==> src/rtl/upd_pkg.sv <==
// Shared types, character codes and helpers for the URL percent decoder.
// No dependencies.
package upd_pkg;

    localparam logic [7:0] CH_PLUS  = 8'h2B;
    localparam logic [7:0] CH_PCT   = 8'h25;
    localparam logic [7:0] CH_SPACE = 8'h20;

    // One encoded byte per beat.
    typedef struct packed {
        logic [7:0] in_byte;
        logic       in_last;
    } item_t;

    // One decoded result per beat.
    typedef struct packed {
        logic [7:0] out_byte;
        logic       out_valid;
        logic       out_last;
    } result_t;

    // Escape tracking in the front end.
    typedef enum logic [1:0] {
        PH_IDLE  = 2'd0,
        PH_PCT   = 2'd1,
        PH_DIGIT = 2'd2
    } phase_t;

    // Queue entry: up to two results produced by one input byte.
    typedef struct packed {
        logic [7:0] byte0;
        logic [7:0] byte1;
        logic       valid0;  // 0 for the empty end marker
        logic       two;     // byte1 follows byte0
        logic       last;    // string ends with this entry
    } cmd_t;

    function automatic logic is_hex(input logic [7:0] c);
        return c inside {[8'h30:8'h39], [8'h41:8'h46], [8'h61:8'h66]};
    endfunction

    // Valid only for hex characters; letters sit at 0x41/0x61 upwards.
    function automatic logic [3:0] nibble(input logic [7:0] c);
        return c[6] ? (c[3:0] + 4'd9) : c[3:0];
    endfunction

endpackage

==> src/rtl/upd_front.sv <==
// Front end: accepts encoded bytes, tracks escapes, emits queue entries.
// Depends on upd_pkg.
module upd_front
(
    input  logic            clk,
    input  logic            rst_n,
    input  logic            item_valid,
    output logic            item_ready,
    input  upd_pkg::item_t  item,
    input  logic            q_ready,
    output logic            push,
    output upd_pkg::cmd_t   cmd
);

    upd_pkg::phase_t phase_reg, phase_next;
    logic [7:0]      held_reg, held_next;

    logic       accept;
    logic [7:0] c;
    logic       last;
    logic       hex;
    logic       p_emit;
    logic       p_esc;
    logic [7:0] p_byte;
    logic [1:0] cnt;
    logic [7:0] b0;
    logic [7:0] b1;
    logic       push_req;

    assign item_ready = q_ready;
    assign accept     = item_valid && q_ready;
    assign c          = item.in_byte;
    assign last       = item.in_last;
    assign hex        = upd_pkg::is_hex(c);

    // Byte decoded with no escape pending.
    assign p_esc  = (c == upd_pkg::CH_PCT);
    assign p_emit = !p_esc;
    assign p_byte = (c == upd_pkg::CH_PLUS) ? upd_pkg::CH_SPACE : c;

    always_comb
    begin
        phase_next = phase_reg;
        held_next  = held_reg;
        if (accept)
        begin
            case (phase_reg)
                upd_pkg::PH_PCT:
                begin
                    if (hex)
                    begin
                        phase_next = upd_pkg::PH_DIGIT;
                        held_next  = c;
                    end
                    else
                    begin
                        phase_next = p_esc ? upd_pkg::PH_PCT : upd_pkg::PH_IDLE;
                    end
                end
                upd_pkg::PH_DIGIT:
                begin
                    if (hex)
                    begin
                        phase_next = upd_pkg::PH_IDLE;
                    end
                    else
                    begin
                        phase_next = p_esc ? upd_pkg::PH_PCT : upd_pkg::PH_IDLE;
                    end
                end
                default:
                begin
                    phase_next = p_esc ? upd_pkg::PH_PCT : upd_pkg::PH_IDLE;
                end
            endcase
            if (last)
            begin
                phase_next = upd_pkg::PH_IDLE;
                held_next  = 8'h00;
            end
        end
    end

    always_comb
    begin
        cnt = 2'd0;
        b0  = p_byte;
        b1  = p_byte;
        case (phase_reg)
            upd_pkg::PH_PCT:
            begin
                if (!hex)
                begin
                    cnt = {1'b0, p_emit};
                end
            end
            upd_pkg::PH_DIGIT:
            begin
                if (hex)
                begin
                    cnt = 2'd1;
                    b0  = {upd_pkg::nibble(held_reg), upd_pkg::nibble(c)};
                end
                else
                begin
                    cnt = p_emit ? 2'd2 : 2'd1;
                    b0  = held_reg;
                end
            end
            default:
            begin
                cnt = {1'b0, p_emit};
            end
        endcase
        // String ends after '%' and one digit: the digit goes out as is.
        if (last && (phase_reg == upd_pkg::PH_PCT) && hex)
        begin
            cnt = 2'd1;
            b0  = c;
        end
        cmd.byte0  = (cnt == 2'd0) ? 8'h00 : b0;
        cmd.byte1  = b1;
        cmd.valid0 = (cnt != 2'd0);
        cmd.two    = (cnt == 2'd2);
        cmd.last   = last;
        push_req   = (cnt != 2'd0) || last;
    end

    assign push = accept && push_req;

    always_ff @(posedge clk or negedge rst_n)
    begin
        if (!rst_n)
        begin
            phase_reg <= upd_pkg::PH_IDLE;
            held_reg  <= 8'h00;
        end
        else
        begin
            phase_reg <= phase_next;
            held_reg  <= held_next;
        end
    end

endmodule

==> src/rtl/upd_queue.sv <==
// Register FIFO of decoded entries between front and back ends.
// Depends on upd_pkg.
module upd_queue
#(
    parameter int DEPTH = 4
)
(
    input  logic           clk,
    input  logic           rst_n,
    input  logic           push,
    input  upd_pkg::cmd_t  push_data,
    output logic           ready,
    input  logic           pop,
    output upd_pkg::cmd_t  pop_data,
    output logic           nonempty
);

    localparam int PW = (DEPTH > 1) ? $clog2(DEPTH) : 1;
    localparam int CW = $clog2(DEPTH + 1);
    localparam logic [PW-1:0] LAST_PTR = PW'(DEPTH - 1);
    localparam logic [CW-1:0] FULL_CNT = CW'(DEPTH);

    upd_pkg::cmd_t mem_reg [DEPTH];

    logic [PW-1:0] wr_ptr_reg, wr_ptr_next;
    logic [PW-1:0] rd_ptr_reg, rd_ptr_next;
    logic [CW-1:0] count_reg, count_next;

    assign ready    = (count_reg != FULL_CNT);
    assign nonempty = (count_reg != '0);
    assign pop_data = mem_reg[rd_ptr_reg];

    always_comb
    begin
        wr_ptr_next = wr_ptr_reg;
        rd_ptr_next = rd_ptr_reg;
        count_next  = count_reg;
        if (push)
        begin
            wr_ptr_next = (wr_ptr_reg == LAST_PTR) ? '0 : wr_ptr_reg + PW'(1);
        end
        if (pop)
        begin
            rd_ptr_next = (rd_ptr_reg == LAST_PTR) ? '0 : rd_ptr_reg + PW'(1);
        end
        if (push && !pop)
        begin
            count_next = count_reg + CW'(1);
        end
        else if (pop && !push)
        begin
            count_next = count_reg - CW'(1);
        end
    end

    always_ff @(posedge clk or negedge rst_n)
    begin
        if (!rst_n)
        begin
            wr_ptr_reg <= '0;
            rd_ptr_reg <= '0;
            count_reg  <= '0;
        end
        else
        begin
            wr_ptr_reg <= wr_ptr_next;
            rd_ptr_reg <= rd_ptr_next;
            count_reg  <= count_next;
        end
    end

    always_ff @(posedge clk)
    begin
        if (push)
        begin
            mem_reg[wr_ptr_reg] <= push_data;
        end
    end

endmodule

==> src/rtl/upd_back.sv <==
// Back end: splits queue entries into result beats behind an output register.
// Depends on upd_pkg.
module upd_back
(
    input  logic              clk,
    input  logic              rst_n,
    input  logic              q_valid,
    input  upd_pkg::cmd_t     q_data,
    output logic              pop,
    output logic              result_valid,
    input  logic              result_ready,
    output upd_pkg::result_t  result
);

    logic              valid_reg, valid_next;
    upd_pkg::result_t  res_reg, res_next;
    logic              sec_reg, sec_next;
    logic [7:0]        sec_byte_reg, sec_byte_next;
    logic              sec_last_reg, sec_last_next;
    logic              load;

    assign load = !valid_reg || result_ready;
    assign pop  = load && !sec_reg && q_valid;

    always_comb
    begin
        valid_next    = valid_reg;
        res_next      = res_reg;
        sec_next      = sec_reg;
        sec_byte_next = sec_byte_reg;
        sec_last_next = sec_last_reg;
        if (load)
        begin
            if (sec_reg)
            begin
                valid_next         = 1'b1;
                res_next.out_byte  = sec_byte_reg;
                res_next.out_valid = 1'b1;
                res_next.out_last  = sec_last_reg;
                sec_next           = 1'b0;
            end
            else if (q_valid)
            begin
                valid_next         = 1'b1;
                res_next.out_byte  = q_data.byte0;
                res_next.out_valid = q_data.valid0;
                res_next.out_last  = q_data.last && !q_data.two;
                sec_next           = q_data.two;
                sec_byte_next      = q_data.byte1;
                sec_last_next      = q_data.last;
            end
            else
            begin
                valid_next = 1'b0;
            end
        end
    end

    always_ff @(posedge clk or negedge rst_n)
    begin
        if (!rst_n)
        begin
            valid_reg <= 1'b0;
            sec_reg   <= 1'b0;
        end
        else
        begin
            valid_reg <= valid_next;
            sec_reg   <= sec_next;
        end
    end

    always_ff @(posedge clk)
    begin
        res_reg      <= res_next;
        sec_byte_reg <= sec_byte_next;
        sec_last_reg <= sec_last_next;
    end

    assign result_valid = valid_reg;
    assign result       = res_reg;

endmodule

==> src/rtl/url_percent_decoder.sv <==
// Top level of the URL percent decoder: front end, entry queue, back end.
// Depends on upd_pkg, upd_front, upd_queue, upd_back.
//
//  channel  | valid        | ready        | payload               | beat
//  ---------+--------------+--------------+-----------------------+----------------------
//  item     | item_valid   | item_ready   | item   (upd_pkg::item_t)   | one encoded byte
//  result   | result_valid | result_ready | result (upd_pkg::result_t) | one decoded byte
//
//  Flow: one item beat per cycle while item_ready is high; an accepted byte reaches
//    the result port through the queue write, then the output register.
//  Output: one result beat per cycle while result_ready is high; an item yielding
//    two bytes (held digit plus next byte) takes two result beats, absorbed by the queue.
//  Stalls: item_ready falls only when the FIFO_DEPTH-entry queue is full.
//  Reset: rst_n clears escape state, queue pointers and output valid at once.
module url_percent_decoder
#(
    parameter int FIFO_DEPTH = 4
)
(
    input  logic              clk,
    input  logic              rst_n,
    input  logic              item_valid,
    output logic              item_ready,
    input  upd_pkg::item_t    item,
    output logic              result_valid,
    input  logic              result_ready,
    output upd_pkg::result_t  result
);

    // Front end to queue.
    logic           push;
    upd_pkg::cmd_t  push_cmd;
    logic           q_ready;

    // Queue to back end.
    logic           pop;
    upd_pkg::cmd_t  pop_cmd;
    logic           q_nonempty;

    // Escape tracking and classification; one queue entry per producing byte or string end.
    upd_front u_front
    (
        .clk        (clk),
        .rst_n      (rst_n),
        .item_valid (item_valid),
        .item_ready (item_ready),
        .item       (item),
        .q_ready    (q_ready),
        .push       (push),
        .cmd        (push_cmd)
    );

    // Decouples the one-beat-in side from the up-to-two-beats-out side.
    upd_queue #(
        .DEPTH (FIFO_DEPTH)
    ) u_queue
    (
        .clk       (clk),
        .rst_n     (rst_n),
        .push      (push),
        .push_data (push_cmd),
        .ready     (q_ready),
        .pop       (pop),
        .pop_data  (pop_cmd),
        .nonempty  (q_nonempty)
    );

    // Result serialiser with registered output.
    upd_back u_back
    (
        .clk          (clk),
        .rst_n        (rst_n),
        .q_valid      (q_nonempty),
        .q_data       (pop_cmd),
        .pop          (pop),
        .result_valid (result_valid),
        .result_ready (result_ready),
        .result       (result)
    );

endmodule

==> config.mk <==
export PLATFORM = sky130hd
export DESIGN_NAME = url_percent_decoder
export DESIGN_NICKNAME = d
export VERILOG_FILES = /design/src/rtl/upd_pkg.sv /design/src/rtl/upd_front.sv /design/src/rtl/upd_queue.sv /design/src/rtl/upd_back.sv /design/src/rtl/url_percent_decoder.sv
export SDC_FILE = /design/constraint.sdc
export NUM_CORES = 1
export LEC_CHECK = 0
export BUFFER_PORTS_ARGS = -buffer_cell sky130_fd_sc_hd__clkbuf_2
export CAP_MARGIN = 40
export CORE_ASPECT_RATIO = 0.5
export CORE_UTILIZATION = 30
export CTS_BUF_LIST = sky130_fd_sc_hd__clkbuf_16
export CTS_CLUSTER_SIZE = 8
export DETAILED_ROUTE_END_ITERATION = 16
export SLEW_MARGIN = 30
export SYNTH_ARGS = -nofsm -noshare
export SYNTH_HDL_FRONTEND = slang
export SYNTH_SLANG_ARGS = --single-unit
==> constraint.sdc <==
create_clock -name clk -period 2.9 [get_ports clk]
set_input_delay 0.145 -clock clk [delete_from_list [all_inputs] [get_ports clk]]
set_output_delay 0.145 -clock clk [all_outputs]
set_load 0.03 [all_outputs]
After elaboration in Yosys (flattened, before gate mapping)

Memories as Yosys holds them, arrays and structs flattened.
Cells that the tools add are included.

$add $sub $neg: 6
$lt $le $gt $ge: 6
Equal/unequal tests: 8
Multiplexer cells: 32
Bitwise gates (word level): 1
Reduce and logical (&&, ||, !) cells: 31

Operators by type and width:

| kind                                                              | count |
|---|---|
| two-way mux 8 bit                                                 | 8 |
| two-way mux 10 bit                                                | 2 |
| equality test 8 x 6 -> 1 bit, second input constant               | 2 |
| greater-or-equal comparator 8 x 7 -> 1 bit, second input constant | 2 |
| less-or-equal comparator 8 x 7 -> 1 bit, second input constant    | 2 |
| two-way mux 2 bit                                                 | 8 |
| logical AND 1 bit                                                 | 12 |
| nonzero test 2 bit                                                | 5 |
| adder 4 bit, second input constant                                | 2 |
| equality test 2 bit, second input constant                        | 4 |
| greater-or-equal comparator 8 x 6 -> 1 bit, second input constant | 1 |
| less-or-equal comparator 8 x 6 -> 1 bit, second input constant    | 1 |
| two-way mux 1 bit                                                 | 8 |
| two-way mux 4 bit                                                 | 2 |
| case mux 2 bit (2 select lines)                                   | 2 |
| zero test 1 bit                                                   | 6 |
| two-way mux 3 bit                                                 | 2 |
| AND reduction 3 bit                                               | 2 |
| nonzero test 3 bit                                                | 2 |
| adder 2 x 1 -> 2 bit, second input constant                       | 2 |
| adder 3 x 1 -> 3 bit, second input constant                       | 1 |
| inequality test 3 bit, second input constant                      | 1 |
| subtractor 3 x 1 -> 3 bit, second input constant                  | 1 |
| equality test 2 x 1 -> 1 bit, second input constant               | 1 |
| other kinds (4)                                                   | 5 |

Bits in registers: 38
Bits in writable memories: 76
Input port bits: 13
Output and inout port bits: 12
Logic and storage cells: 97
Memories kept: 1

Memories:

| memory          | depth | width | rd ports | clocked after Yosys merged registers in | wr ports | line            | RTL |
|---|---|---|---|---|---|---|---|
| u_queue.mem_reg | 4     | 19    | 1        | 0                                       | 1        | upd_queue.sv:23 | `upd_pkg::cmd_t mem_reg [DEPTH];` |

Depth between registers and ports, before layout

Depth in word-level cells: 13
Depth in mapped cells: 14
Gate-level depth less buffers: 13

Hierarchy

A second synthesis with hierarchy kept.

Cell total of the unflattened synthesis: 342
Area total of the unflattened synthesis: 5225.0 um^2

Modules (own cells, without submodules):

| module    | instances | cells each | area each (um^2) | sequential area each (um^2) |
|---|---|---|---|---|
| upd_queue | 1         | 137        | 3159.3           | 2457.4 |
| upd_front | 1         | 160        | 1237.4           | 250.2 |
| upd_back  | 1         | 45         | 828.3            | 620.6 |

Least setup slack after synthesis

No wires, ideal clock.

Path kind: input -> register
Start: input item[1] (netlist name)
End: memory u_queue.mem_reg[0][0] (netlist name), enable pin
Setup time: 423 ps
Arrival time: 3112 ps
Data required time: 2477 ps
Slack: -635 ps
Cell stages on the path: 8
Path buffers: 1
Cell sequence: inv_1 -> ha_1 -> or3b_1 -> o2111a_1 -> a211oi_1 -> buf_4 -> a21boi_1 -> nor3b_1

Word-level cells in the longest chain between the ends: 11
Elaborated cells between the ends (all ways): 23
Those cells by class: order compare: 6; eq/ne: 1; mux: 7; reduce/logical: 9

Ends and longest elaborated chain:

| what                                                                     | line                             | RTL |
|---|---|---|
| start, declared                                                          | url_percent_decoder.sv:24        | `input upd_pkg::item_t item,` |
| greater-or-equal comparator 8 x 6 -> 1 bit, or another cell as far along | upd_pkg.sv:39                    | `return c inside {[8'h30:8'h39], [8'h41:8'h46], [8'h61:8'h66]};` |
| logical AND 1 bit                                                        | upd_pkg.sv:39                    |  |
| nonzero test 3 bit                                                       | upd_pkg.sv:39                    |  |
| two-way mux 2 bit / two-way mux 1 bit (equally long branches)            | upd_front.sv:99, upd_front.sv:92 |  |
| case mux 2 bit (2 select lines)                                          | upd_front.sv:89                  | `case (phase_reg)` |
| two-way mux 2 bit *                                                      | upd_front.sv:116                 | `if (last && (phase_reg == upd_pkg::PH_PCT) && hex)` |
| nonzero test 2 bit *                                                     | upd_front.sv:126                 | `push_req = (cnt != 2'd0) \|\| last;` |
| logical OR 1 bit *                                                       | upd_front.sv:126                 |  |
| logical AND 1 bit *                                                      | upd_front.sv:129                 | `assign push = accept && push_req;` |
| two-way mux 1 bit *                                                      | upd_queue.sv:74                  | `if (push)` |
| two-way mux 1 bit (not written as such) *                                | upd_queue.sv:76                  | `mem_reg[wr_ptr_reg] <= push_data;` |
| end, declared                                                            | upd_queue.sv:23                  |  |

Mark *: on every way between the ends. The rest lies on a longest branch, timed or not.

Worst setup path after layout

Start: register u_front.phase_reg[0]
End: register u_queue.count_reg[2]

Word-level cells in the longest chain between the ends: 10
Elaborated cells between the ends (all ways): 14
Those cells by class: eq/ne: 2; mux: 3; reduce/logical: 9

Ends and longest elaborated chain:

| what                                                        | line                      | RTL |
|---|---|---|
| start, declared                                             | upd_front.sv:15           | `upd_pkg::phase_t phase_reg, phase_next;` |
| start signal, assigned                                      | upd_front.sv:135          | `phase_reg <= upd_pkg::PH_IDLE;` |
| start signal, assigned                                      | upd_front.sv:140          | `phase_reg <= phase_next;` |
| branches (longest 3 deep; another with equality test 2 bit) | -                         |  |
| two-way mux 2 bit *                                         | upd_front.sv:116          |  |
| nonzero test 2 bit *                                        | upd_front.sv:126          |  |
| logical OR 1 bit *                                          | upd_front.sv:126          |  |
| logical AND 1 bit *                                         | upd_front.sv:129          |  |
| named net push                                              | url_percent_decoder.sv:31 | `logic push;` |
| zero test 1 bit                                             | upd_queue.sv:50           | `else if (pop && !push)` |
| logical AND 1 bit                                           | upd_queue.sv:50           |  |
| nonzero test 2 bit (no source line)                         | -                         |  |
| end signal, assigned                                        | upd_queue.sv:68           | `count_reg <= count_next;` |
| end, declared                                               | upd_queue.sv:27           | `logic [CW-1:0] count_reg, count_next;` |

Mark *: on every way through the listed nets, which the timed path passes.
A chain may end at the register's enable or synchronous reset.

==> qor.json <==
{
  "sta": {
    "period_needed_ps": 2540,
    "setup_ws_ps": 357,
    "timing.hold.ws_ps": 73.3,
    "max_slew.worst_pin.slew_ps": 653,
    "grt_setup_unrepaired": "false",
    "hold_viol_final": 0,
    "timing.fmax_ghz": 0.393,
    "timing.final.crit_share": 0.877,
    "slew_viol_final": 0,
    "worst_slew_margin_rel": 0.564,
    "timing.final.setup_violations": 0,
    "fin_skew_ps": 9.63
  },
  "min_path": {
    "hold_path.class": "input port to flop",
    "hold_path.startpoint": "result_ready"
  },
  "yosys": {
    "netlist-cell-type-count": 55,
    "synth-warning-count": 0,
    "synth_enable_flop_cells": 95,
    "synth-seq-area-share": 0.630,
    "synthesis.nets": 391,
    "syn_inst": 364,
    "syn_area_mm2": 0.00528,
    "postSynth.topFlopCell": "sky130_fd_sc_hd__edfxtp_1",
    "async_sr_flop_fraction": 0.167,
    "postSynthAreaPerCell_um2": 14.5,
    "postSynthRegisterBits": 114
  },
  "placement": {
    "buffer_ports.inserted": 24,
    "pre_cts_slack_ps": 79.0,
    "placed_cells": 614,
    "finalWeightedCongestion": 0.820,
    "hpwl_mm": 7.65,
    "placed_cell_area_mm2": 0.00584
  },
  "final_layout": {
    "final_design_area_no_fill_mm2": 0.00645,
    "nets": 434,
    "instances_no_fill": 647,
    "antenna-diode-count": 0,
    "area_growth_pct": 22.1,
    "drive_gt1_frac": 0.290,
    "largest_register_ffs": 76
  },
  "detailed_routing": {
    "final_antenna_net_count": 0,
    "detailed_routing_iteration_count_for_the_pre_antenna_repair_pass": 5,
    "routed_wl_mm": 11.6,
    "dr.first_iter.drc_count": 298,
    "avgViaCountPerCell": 4.91,
    "detailed_route_via_count": 3180,
    "route.detailed.wl_per_inst_um": 17.9,
    "detail_route.drc_violations": 0
  },
  "global_route": {
    "grt_first_pass_wirelength_mm": 18.7,
    "grt.overflow.total": 0,
    "antenna_violations_before_repair": 0,
    "grt_start_max_net_pins": 25,
    "grt_usage": 0.140,
    "vias_in_the_first_global_route": 3249
  },
  "clock_network": {
    "clock_tree.htree_level_count": 4,
    "cts_sinks": 114,
    "insertion_delay_of_the_later_clocked_pin_in_the_worst_skew_pair_ps": 410,
    "max-clock-path-buffers": 2,
    "cts_tree": "built",
    "cts.clk_slew.worst_paths_ps": 60,
    "post_cts_resized": 0,
    "numCtsBuffers": 17,
    "root_cell_of_the_clock_tree": "sky130_fd_sc_hd__clkbuf_16",
    "post_cts_buffers": 0
  },
  "floorplanning": {
    "coreArea_mm2": 0.0168,
    "initial_core_util": 0.314,
    "floorplan.die_area_mm2": 0.0182,
    "rows": 33,
    "die_h_um": 95.8,
    "io_pins": 25,
    "die_w_um": 190
  },
  "worst_setup_path": {
    "cp-start-kind": "flop",
    "timing.critical_path.to_type": "flop",
    "cp_data_required_time_ps": 3230,
    "worstPathMaxFanout": 4,
    "worst-endpoint-arrival_ps": 2870,
    "cp-startpoint": "u_front.phase_reg[0]$_DFFE_PN0P_",
    "timing_worst_setup_path_type": "flop to flop",
    "regToRegStartpoint": "u_front.phase_reg[0]$_DFFE_PN0P_"
  },
  "power": {
    "static-leakage-power_uw": 0.00229,
    "totalPowerFinal_uw": 6180,
    "irDropWorstVdd_mv": 0.580,
    "cellPowerDensity_mw_per_mm2": 958
  },
  "status": {
    "result_of_the_run": "complete, no violations"
  },
  "job": {
    "maxCapViolations": 0
  }
}
==> worst paths after layout <==
path	to	slack (ps)	depth (start not counted)
min in group asynchronous	u_front.held_reg[6]$_DFFE_PN0P_	270	2
min reg2reg	u_front.held_reg[7]$_DFFE_PN0P_	530	1
max	u_queue.count_reg[2]$_DFFE_PN0P_	360	13
max in group asynchronous	u_front.held_reg[2]$_DFFE_PN0P_	2250	2
min	u_back.result_valid$_DFFE_PN0N_	70	3
max reg2reg	u_queue.count_reg[2]$_DFFE_PN0P_	360	13
==> final cells by class <==
cell class	count	area (µm²)
clock buffer	17	425
timing repair buffer	51	375
multi-input combinational	211	1820
tap	227	284
inverter	12	45.0
fill	1553	10400
clock inverter	15	166
sequential	114	3330
==> Yosys cell counts (all sizes together), types with 2 or more instances <==
| cell | n | area share |
|---|---|---|
| or2 | 2 | 0.0024 |
| a31oi | 4 | 0.0047 |
| nor3 | 5 | 0.0047 |
| nand2b | 8 | 0.0095 |
| and2 | 7 | 0.0083 |
| a211o | 4 | 0.0066 |
| o311ai | 4 | 0.0066 |
| a32oi | 6 | 0.010 |
| a211oi | 2 | 0.0028 |
| inv | 12 | 0.0085 |
| nor4 | 3 | 0.0036 |
| or4b | 3 | 0.0057 |
| or3 | 4 | 0.0047 |
| mux2i | 2 | 0.0038 |
| nor2b | 4 | 0.0047 |
| xor2 | 3 | 0.0050 |
| a22o | 3 | 0.0050 |
| xnor2 | 4 | 0.0066 |
| or4 | 2 | 0.0028 |
| clkbuf | 22 | 0.016 |
| o21bai | 2 | 0.0028 |
| mux4 | 19 | 0.081 |
| nor3b | 7 | 0.010 |
| a21oi | 8 | 0.0076 |
| or3b | 2 | 0.0033 |
| buf | 5 | 0.0069 |
| nor2 | 14 | 0.010 |
| dfrtp | 19 | 0.090 |
| edfxtp | 95 | 0.54 |
| mux2 | 11 | 0.023 |
| ha | 13 | 0.031 |
| nand2 | 25 | 0.018 |
| and4 | 2 | 0.0033 |
| o211ai | 3 | 0.0043 |
| nor4b | 2 | 0.0033 |
| a22oi | 2 | 0.0028 |
| nand3 | 13 | 0.012 |
| o21ai | 6 | 0.0057 |
==> critical path, stage by stage (launching register included) <==
cell	delay [ps]
sky130_fd_sc_hd__dfrtp_1	360
sky130_fd_sc_hd__inv_1	50
sky130_fd_sc_hd__ha_1	330
sky130_fd_sc_hd__nor2_1	50
sky130_fd_sc_hd__a41oi_1	250
sky130_fd_sc_hd__nor2_1	90
sky130_fd_sc_hd__a21boi_1	170
sky130_fd_sc_hd__nor2_1	120
sky130_fd_sc_hd__ha_1	180
sky130_fd_sc_hd__inv_1	60
sky130_fd_sc_hd__fa_1	380
sky130_fd_sc_hd__xor2_1	170
sky130_fd_sc_hd__nor2_1	110
sky130_fd_sc_hd__xor2_1	140
==> metrics by stage <==
| stage | TNS, ps | util |
|---|---|---|
| final | 0 | 0.384 |
| after global routing | 0 | 0.384 |
| after CTS | 0 | 0.384 |
| after detailed placement | 0 | 0.348 |
| after global placement | 0 | 0.347 |
| after floorplan | -48300 | - |
==> cell usage in the layout (no fill, tap or decap), types with 4 or more instances in the layout <==
cell type	n
sky130_fd_sc_hd__buf_12	4
sky130_fd_sc_hd__o21ai_0	6
sky130_fd_sc_hd__edfxtp_1	95
sky130_fd_sc_hd__or3_1	4
sky130_fd_sc_hd__nor2_1	13
sky130_fd_sc_hd__a21oi_1	8
sky130_fd_sc_hd__a31oi_1	4
sky130_fd_sc_hd__and2_1	6
sky130_fd_sc_hd__clkbuf_16	17
sky130_fd_sc_hd__ha_1	13
sky130_fd_sc_hd__xnor2_1	4
sky130_fd_sc_hd__dfrtp_1	19
sky130_fd_sc_hd__nand3_1	13
sky130_fd_sc_hd__a32oi_1	6
sky130_fd_sc_hd__nor3b_2	4
sky130_fd_sc_hd__nand2_1	25
sky130_fd_sc_hd__a211o_1	4
sky130_fd_sc_hd__mux2_2	11
sky130_fd_sc_hd__buf_4	22
sky130_fd_sc_hd__nand2b_1	8
sky130_fd_sc_hd__nor3_1	4
sky130_fd_sc_hd__clkbuf_2	24
sky130_fd_sc_hd__inv_1	13
sky130_fd_sc_hd__nor2b_1	4
sky130_fd_sc_hd__mux4_2	19
==> timing repair <==
item                                   4_1_cts  5_1_grt
setup endpoints to repair                    0        0
endpoints found under the hold margin       19        0
hold buffers                                 1        0
==> power breakdown <==
group | switching [µW] | internal [µW]
sequential | 222 | 2300
combinational | 838 | 742
clock | 732 | 1340
total | 1790 | 4380
==> logic make-up (layout without fill, tap and decap cells) <==
group           count (synthesis)  after routing  synth area share
flops                         114            114             0.630
simple gates                  106            106             0.112
compound gates                 52             52            0.0720
buf+inv                        39             95            0.0310
mux                            32             32             0.108
fa+ha+maj                      14             14            0.0346
xor+xnor                        7              7            0.0116
==> metal layers <==
layer,global-route usage,vias up,routed length [µm]
met5,0,-,0
met4,0.0538,0,139
met3,0.0394,12,502
met2,0.208,88,5100
met1,0.194,1585,5850
li1,-,1495,-
No activity file was read; power rests on OpenSTA's default activity.
